$ cat src/rtl/core/assert_macros.svh
// Assertion macros shared by the RTL that checks itself.
`ifndef ASSERT_MACROS_SVH
`define ASSERT_MACROS_SVH

// Antecedent implies consequent in the same cycle.
`define ASSERT_IMPL(lbl, clk, rst_n, ante, cons) \
	lbl: assert property (@(posedge clk) disable iff (!rst_n) (ante) |-> (cons)) \
		else $error("assertion failed");

// Antecedent implies consequent in the next cycle.
`define ASSERT_NEXT(lbl, clk, rst_n, ante, cons) \
	lbl: assert property (@(posedge clk) disable iff (!rst_n) (ante) |=> (cons)) \
		else $error("assertion failed");

`endif

$ cat src/rtl/core/ubxe_pkg.sv
// Types and constants of the UBX frame encoder.
package ubxe_pkg;

	localparam logic [7:0] SYNC_FIRST  = 8'hB5;
	localparam logic [7:0] SYNC_SECOND = 8'h62;

	localparam int BURST_MAX = 8;
	localparam int CNT_W     = $clog2(BURST_MAX + 1);
	localparam int IN_DATA_W = 40;

	localparam logic KIND_START   = 1'b0;
	localparam logic KIND_PAYLOAD = 1'b1;

	typedef logic [7:0] byte_t;
	typedef logic [CNT_W-1:0] cnt_t;

	// Checksum and frame tracking state.
	typedef struct packed {
		byte_t       sum_a;
		byte_t       sum_b;
		logic [15:0] bytes_left;
		logic        in_frame;
	} frame_state_t;

	// Output bytes caused by one input beat, first byte in entry 0.
	typedef struct packed {
		byte_t [BURST_MAX-1:0] bytes;
		cnt_t                  cnt;
		logic                  cks;
	} burst_t;

endpackage

$ cat src/rtl/core/ubx_frame_encoder_unit.sv
// Top level of the UBX frame encoder: input handshake, output burst register.
//
// Slave channel s_*: one beat is a frame start (tuser = 0: class, id and
// payload length) or one payload byte (tuser = 1). Master channel m_*: one
// encoded byte per beat; tlast marks the last byte caused by an input beat,
// tuser marks the second checksum byte that closes a frame.
// A start beat gives 6 output bytes (8 for length zero, checksum included);
// a payload beat gives 1 byte, or 3 on the last byte of the frame. A payload
// beat outside a frame is taken and dropped. A start beat abandons an open
// frame without checksum.
// The first output byte of a beat is valid the cycle after it is accepted.
// One input beat is taken per cycle while each gives one byte and the
// receiver takes it; a burst of N bytes holds s_tready low until its last
// byte is taken, since m_tdata carries one byte per output beat.
// Reset clears the checksum, frame state and any pending burst. When the
// receiver stalls, the current byte holds and input stops while any byte of
// the burst is pending.
`include "assert_macros.svh"

module ubx_frame_encoder_unit (
	input  logic        clk,
	input  logic        arst_n,
	input  logic        s_tvalid,
	output logic        s_tready,
	// cls_byte[7:0], msg_id[15:8], payload_len[31:16], data_byte[39:32]
	input  logic [ubxe_pkg::IN_DATA_W-1:0] s_tdata,
	// kind[0]
	input  logic        s_tuser,
	output logic        m_tvalid,
	input  logic        m_tready,
	// out_byte[7:0]
	output logic [7:0]  m_tdata,
	// run_last
	output logic        m_tlast,
	// frame_end[0]
	output logic        m_tuser
);
	import ubxe_pkg::*;

	frame_state_t st_q, st_nxt;
	burst_t       burst;
	byte_t [BURST_MAX-1:0] byte_q;
	cnt_t         cnt_q;
	logic         cks_q;
	logic         s_take, m_take, last_beat;

	ubxe_build u_build (
		.kind        (s_tuser),
		.cls_byte    (s_tdata[7:0]),
		.msg_id      (s_tdata[15:8]),
		.payload_len (s_tdata[31:16]),
		.data_byte   (s_tdata[39:32]),
		.st          (st_q),
		.st_nxt      (st_nxt),
		.burst       (burst)
	);

	assign last_beat = (cnt_q == cnt_t'(1));
	assign m_tvalid  = (cnt_q != '0);
	assign m_take    = m_tvalid && m_tready;
	assign s_tready  = (cnt_q == '0) || (last_beat && m_tready);
	assign s_take    = s_tvalid && s_tready;
	assign m_tdata   = byte_q[0];
	assign m_tlast   = last_beat;
	assign m_tuser   = last_beat && cks_q;

	always_ff @(posedge clk or negedge arst_n) begin
		if (!arst_n) begin
			st_q  <= '0;
			cnt_q <= '0;
			cks_q <= 1'b0;
		end else if (s_take) begin
			st_q  <= st_nxt;
			cnt_q <= burst.cnt;
			cks_q <= burst.cks;
		end else if (m_take) begin
			cnt_q <= cnt_q - cnt_t'(1);
		end
	end

	// advance the burst one byte per output beat
	always_ff @(posedge clk) begin
		if (s_take) begin
			byte_q <= burst.bytes;
		end else if (m_take) begin
			for (int i = 0; i < BURST_MAX - 1; i++) begin
				byte_q[i] <= byte_q[i+1];
			end
		end
	end

	`ASSERT_IMPL(a_end_is_last, clk, arst_n, m_tvalid && m_tuser, m_tlast)
	`ASSERT_IMPL(a_no_take_midburst, clk, arst_n, m_tvalid && !m_tlast, !s_tready)
	`ASSERT_IMPL(a_cnt_range, clk, arst_n, 1'b1, cnt_q <= cnt_t'(BURST_MAX))
	`ASSERT_NEXT(a_start_fills, clk, arst_n, s_take && s_tuser == KIND_START,
		m_tvalid && m_tdata == SYNC_FIRST)

endmodule

$ cat src/rtl/core/ubxe_build.sv
// Frame builder: turns one input beat into its output burst and next state.
module ubxe_build (
	input  logic                 kind,
	input  ubxe_pkg::byte_t      cls_byte,
	input  ubxe_pkg::byte_t      msg_id,
	input  logic [15:0]          payload_len,
	input  ubxe_pkg::byte_t      data_byte,
	input  ubxe_pkg::frame_state_t st,
	output ubxe_pkg::frame_state_t st_nxt,
	output ubxe_pkg::burst_t     burst
);
	import ubxe_pkg::*;

	always_comb begin
		byte_t       a1, a2, a3, a4;
		byte_t       b1, b2, b3, b4;
		logic [15:0] left_dec;
		st_nxt = st;
		burst.bytes = '0;
		burst.cnt = '0;
		burst.cks = 1'b0;
		a1 = cls_byte;
		b1 = cls_byte;
		a2 = a1 + msg_id;
		b2 = b1 + a2;
		a3 = a2 + payload_len[7:0];
		b3 = b2 + a3;
		a4 = a3 + payload_len[15:8];
		b4 = b3 + a4;
		left_dec = st.bytes_left - 16'd1;
		if (kind == KIND_START) begin
			burst.bytes[0] = SYNC_FIRST;
			burst.bytes[1] = SYNC_SECOND;
			burst.bytes[2] = cls_byte;
			burst.bytes[3] = msg_id;
			burst.bytes[4] = payload_len[7:0];
			burst.bytes[5] = payload_len[15:8];
			st_nxt.sum_a = a4;
			st_nxt.sum_b = b4;
			st_nxt.bytes_left = payload_len;
			if (payload_len == 16'd0) begin
				burst.bytes[6] = a4;
				burst.bytes[7] = b4;
				burst.cnt = cnt_t'(8);
				burst.cks = 1'b1;
				st_nxt.in_frame = 1'b0;
			end else begin
				burst.cnt = cnt_t'(6);
				st_nxt.in_frame = 1'b1;
			end
		end else if (st.in_frame) begin
			// fold payload byte and pass it through
			st_nxt.sum_a = st.sum_a + data_byte;
			st_nxt.sum_b = st.sum_b + st_nxt.sum_a;
			st_nxt.bytes_left = left_dec;
			burst.bytes[0] = data_byte;
			if (left_dec == 16'd0) begin
				burst.bytes[1] = st_nxt.sum_a;
				burst.bytes[2] = st_nxt.sum_b;
				burst.cnt = cnt_t'(3);
				burst.cks = 1'b1;
				st_nxt.in_frame = 1'b0;
			end else begin
				burst.cnt = cnt_t'(1);
			end
		end
	end

endmodule
$ cat config.mk
export PLATFORM = sky130hd
export DESIGN_NAME = ubx_frame_encoder_unit
export DESIGN_NICKNAME = d
export VERILOG_FILES = /design/src/rtl/core/ubxe_pkg.sv /design/src/rtl/core/ubx_frame_encoder_unit.sv /design/src/rtl/core/ubxe_build.sv
export VERILOG_INCLUDE_DIRS = /design/src /design/src/rtl/core
export SDC_FILE = /design/constraint.sdc
export NUM_CORES = 1
export LEC_CHECK = 0
export BUFFER_PORTS_ARGS = -buffer_cell sky130_fd_sc_hd__buf_2
export CAP_MARGIN = 25
export CORE_ASPECT_RATIO = 0.9
export CORE_MARGIN = 10
export CORE_UTILIZATION = 55
export CTS_CLUSTER_DIAMETER = 50
export DETAILED_ROUTE_END_ITERATION = 12
export PLACE_DENSITY = 0.75
export SLEW_MARGIN = 5
export SYNTH_ARGS = -nofsm -noshare
export SYNTH_HDL_FRONTEND = slang
export SYNTH_HIERARCHICAL = 1
export SYNTH_SLANG_ARGS = --single-unit
$ cat constraint.sdc
create_clock -name clk -period 3.2 [get_ports clk]
set_input_delay 0.64 -clock clk [delete_from_list [all_inputs] [get_ports clk]]
set_output_delay 0.64 -clock clk [all_outputs]
set_load 0.05 [all_outputs]
Word-level counts from Yosys, hierarchy flattened
Index checks and enable logic that the tools add are counted.
{ "word_totals": {"wordCells": 56, "in_bits": 45, "register_bits": 102, "output_inout_bits": 12} }
{ "op_classes": {"mux": 17, "n_eq_ne": 2, "bitwise_logic": 1, "addsub": 10, "reduce_logical": 12} }
{ "ops": {"columns": ["operator", "n"], "rows": [
  ["2-to-1 mux 56 bit", 2],
  ["2-to-1 mux 33 bit", 2],
  ["adder 8 bit", 8],
  ["2-to-1 mux 29 bit", 2],
  ["zero test 16 bit", 2],
  ["2-to-1 mux 32 bit", 1],
  ["2-to-1 mux 16 bit", 1],
  ["subtractor 16 x 1 -> 16 bit, second input constant", 1],
  ["2-to-1 mux 4 bit", 3],
  ["2-to-1 mux 8 bit", 1],
  ["== test 4 x 1 -> 1 bit, second input constant", 1],
  ["logical AND 1 bit", 4],
  ["zero test 4 bit", 1],
  ["2-to-1 mux 1 bit", 4],
  ["nonzero test 4 bit", 1],
  ["subtractor 4 x 1 -> 4 bit, second input constant", 1],
  ["2-to-1 mux 2 bit", 1],
  ["inequality test 2 x 1 -> 1 bit, second input constant", 1],
  ["AND reduction 2 bit", 1],
  ["nonzero test 2 bit", 1],
  ["OR reduction 2 bit", 1],
  ["logical OR 1 bit", 1],
  ["inverter 1 bit", 1]
]} }

Depth between registers and ports, before layout
{ "logic_depth": {"depth_word": 6, "depth_mapped": 23, "depth_no_buf": 23} }

By module
Netlist, hierarchy kept.
{ "modules_own_cells": {"columns": ["mod", "seq_area_each_um2", "instances", "cells_each", "area_per_inst_um2"], "rows": [
  ["ubx_frame_encoder_unit", 2872.8, 1, 433, 4299.1],
  ["ubxe_build", 0.0, 1, 460, 3339.5]
]} }

Worst setup path after synthesis
No wires, ideal clock.
{ "synth_path": {"path_type": "input to register", "from": "input s_tdata[0] in the netlist's numbering", "to": "register st_q[24] in the netlist's numbering", "cell_stages": 22, "t_arrival_ns": 5.205, "required_ns": 3.135, "setup_slack_ns": -2.071, "setup_ns": 0.065, "n_path_buf": 0, "path_cell_list": "ha_1 > fa_1 > a21o_1 > a21oi_1 > xnor2_1 > ha_1 > nand3_1 > o211ai_1 > or2_2 > xor2_1 > inv_1 > fa_1 > fa_1 > inv_1 > ha_1 > o21ai_0 > a21oi_1 > xnor2_1 > xnor3_1 > a211oi_1 > nand2_1 > nand2_1"} }
{ "synth_rtl": {"columns": ["item", "line_no", "text"], "rows": [
  ["start, declared", "ubx_frame_encoder_unit.sv:26", "input logic [ubxe_pkg::IN_DATA_W-1:0] s_tdata,"],
  ["end signal, assigned", "ubx_frame_encoder_unit.sv:73", "st_q <= st_nxt;"],
  ["end, declared", "ubx_frame_encoder_unit.sv:40", "frame_state_t st_q, st_nxt;"]
]} }

==> flow_metrics.py <==
metrics = {
    "status": {
        "outcome": "complete, but fails checks",
        "violations": "negative setup slack",
    },
    "placement": {
        "preCtsSetupSlack_ns": -2.14,
        "hpwlAfterDp_mm": 14.7,
        "io_buffers": 56,
        "dpl.cell_count": 1174,
        "gp_congestion": 0.862,
    },
    "timing": {
        "finalSetupViolCount": 23,
        "rsz0062_at_grt": "true",
        "maxSlewHeadroom_pct": 43.1,
        "fin_skew_ns": 0.00850,
        "fmax_mhz": 203,
        "setup_slack_ns": -1.72,
        "hold_viol": 0,
        "post-route-period-util_pct": 154,
        "fin_tns_setup_ns": -20.90,
        "drv_slew": 0,
        "worst_slew_pin_slew_ns": 0.853,
        "min_period_ns": 4.92,
    },
    "final_layout": {
        "stdcell_count": 1219,
        "n_antenna_cell": 0,
        "layout.cells.most_common_list": "nand2_1 (300), buf_4 (111), edfxtp_1 (64), buf_2 (54)",
        "mostFrequentLayoutCell": "nand2_1",
        "layout.area.seq_mm2": 0.00287,
        "fin_nets": 1157,
        "syn2layout_area_growth_pct": 30.2,
        "num-fill-cells": 912,
        "multi_input_area_mm2": 0.00501,
        "postLayoutCoreUtil_pct": 73.8,
        "drive_above_1_share_pct": 29.9,
    },
    "synth": {
        "synth.avg_cell_area_um2": 8.55,
        "ys_seq_elements": 102,
        "syn_area_mm2": 0.00764,
        "async_flop_share_pct": 37.3,
        "synth_edf_count": 64,
        "yosysWarnings": 6,
        "synth_ff_type": "edfxtp_1",
        "yosysSeqAreaShare_pct": 37.6,
        "synthDistinctLibCells": 58,
        "synth_nets": 1004,
        "synthCells": 893,
    },
    "die": {
        "die_area_mm2": 0.0190,
        "die_x_um": 144,
        "coreArea_mm2": 0.0135,
        "die_h_um": 132,
        "io_pins": 57,
        "num_rows": 40,
        "initial_core_util_pct": 56.7,
    },
    "detailed_routing": {
        "routed_via_density": 5.69,
        "drc": 0,
        "wl_per_cell_um": 19.1,
        "drt_iter0_drc": 601,
        "ant_nets": 0,
        "vias": 6936,
        "firstDrtPassIters": 7,
        "routed_wl_mm": 23.3,
    },
    "clock_network": {
        "insertion_delay_ns": 0.35,
        "path_clk_slew_ns": 0.07,
        "clockBufferDepth": 2,
        "cts_root_buffer": "clkbuf_16",
        "clock-sinks": 102,
        "h-tree-depth": 3,
        "cts_buffers": 9,
        "cts_tree": "yes",
    },
    "setup_path": {
        "critical_path.max_fanout": 3,
        "worst-path-stages": 24,
        "r2r-start": "st_q[25]",
        "cp_top_family": "adder cells",
        "cp-startpoint": "s_tdata[1]",
        "cp-start-kind": "primary input",
        "reg2reg_depth": 16,
        "path_buf_inv": 3,
        "worstPathRequired_ns": 3.49,
        "cp_slowest_cell": "fa_1",
        "cp_cell_sequence": "buf_2 > ha_1 > a21oi_1 > nor2b_1 > nor2_1 > xnor2_2 > ha_1 > a21oi_2 > xnor2_2 > ha_1 > a21oi_1 > o21ai_0 > buf_4 > xnor2_2 > fa_1 > inv_2 > ha_4 > o21ai_2 > a21oi_2 > xnor2_1 > xnor3_1 > a211oi_2 > nand2_1 > nand2_1",
        "cp-end-kind": "flip-flop",
        "critical_path.max_stage_delay_ns": 0.51,
        "arrival_ns": 5.22,
        "crit_path_end": "st_q[24]",
        "r2r_end": "byte_q[23]",
        "r2r_slack_ns": -0.10,
        "critical_path_class": "in2reg",
    },
    "hold_path": {
        "hp-class": "in2async",
    },
    "pwr": {
        "vdd_drop_max_mv": 0.928,
        "power-per-cell-area_mw_per_mm2": 1180,
        "p_leak_nw": 4.85,
    },
    "global_route": {
        "grt_pass1_wl_mm": 35.0,
        "grt_max_degree": 68,
        "overflow": 0,
        "antenna_found_initial": 0,
        "grt.total_usage_pct": 23.1,
        "grt_pass1_vias": 6717,
    },
    "flow_run": {
        "cap_violations": 0,
    },
}
==> cell families (layout without fill, tap and decap cells) <==
family,count (synthesis),after routing,share of synthesized area [%]
XOR/XNOR,57,57,6.72
AND/OR/NAND/NOR,442,442,25.5
multiplexers,10,10,1.41
adder cells (fa/ha/maj),66,66,12.6
AO/OA/AOI/OAI,118,118,10.1
buffers and inverters,98,256,6.09
flip-flops,102,102,37.6
==> synthesized netlist by cell type (all sizes together) (9+ instances only) <==
| library cell | n | area (um^2) |
|---|---|---|
| nor3 | 13 | 65.1 |
| nor4 | 9 | 86.3 |
| a21o | 26 | 195 |
| and2 | 9 | 56.3 |
| nor2 | 40 | 153 |
| dfrtp | 38 | 951 |
| ha | 48 | 601 |
| nand2 | 302 | 1130 |
| buf | 30 | 210 |
| inv | 51 | 191 |
| nand3 | 11 | 60.1 |
| o21ai | 17 | 85.1 |
| a21oi | 32 | 160 |
| xor2 | 23 | 201 |
| clkbuf | 15 | 56.3 |
| fa | 18 | 360 |
| nor2b | 27 | 169 |
| xnor2 | 33 | 289 |
| edfxtp | 64 | 1920 |
==> how the worst min path moves through the flow <==
stage / endpoint / start / slack (ns)
after global routing: st_q[17] / arst_n / 0.16
after detailed placement: cks_q / cks_q / 0.49
after global placement: cks_q / cks_q / 0.49
after floorplan: cks_q / arst_n / 0.34
after CTS: st_q[25] / arst_n / 0.48
final: st_q[17] / arst_n / 0.16
==> timing repair <==
action	CTS	global route
endpoints found under the setup margin	23	27
setup buffers	38	9
gates cloned	0	0
resized for setup	62	58
hold buffers	0	0
pin swaps	61	39
==> flip-flops by register name (all words and copies together), names as in the netlist <==
signal and flops:
byte_q 56, cks_q 1, cnt_q 4, m_tdata 8, st_q 33
==> routing by layer <==
metal | GRT usage [%] | vias up | part of all wire (%)
li1 | - | 3259 | -
met3 | 5.44 | 56 | 8.9
met2 | 36.2 | 334 | 47
met5 | 0 | - | 0
met1 | 30.4 | 3287 | 40
met4 | 8.47 | 0 | 3.7
==> power breakdown <==
part,switching (W),internal (W)
combinational,0.00424,0.00441
sequential,0.000312,0.00177
clock,0.000509,0.000532
total,0.00506,0.00671
==> through the flow <==
step / hold slack (ns) / area, um^2 / total power (W)
after floorplan: 0.344 / 7780 / 0.00612
after global placement: 0.489 / 8810 / 0.00800
after detailed placement: 0.487 / 8810 / 0.00822
after CTS: 0.476 / 9620 / 0.0108
after global routing: 0.155 / 9940 / 0.0125
final: 0.156 / 9940 / 0.0118
==> final cells by class <==
type,instances,area share [%]
Clock buffer,11,2.34
Clock inverter,5,0.365
Inverter,53,2.00
Multi-Input combinational cell,693,50.4
Sequential cell,102,28.9
Tap cell,168,2.11
Timing Repair Buffer,187,13.9
==> worst register-to-register path: stages (launching register included) <==
cell	delay, ns
dfrtp_1	0.41
ha_4	0.18
fa_2	0.34
a21o_1	0.18
a21oi_2	0.20
o21bai_1	0.11
a21oi_2	0.19
xnor2_2	0.17
ha_1	0.29
a21o_1	0.18
a31oi_2	0.17
xor2_1	0.16
buf_4	0.16
xnor2_2	0.11
o2bb2ai_2	0.09
nand2_1	0.07
nand2_1	0.04
Note: power is estimated with default switching activity, not from simulation.
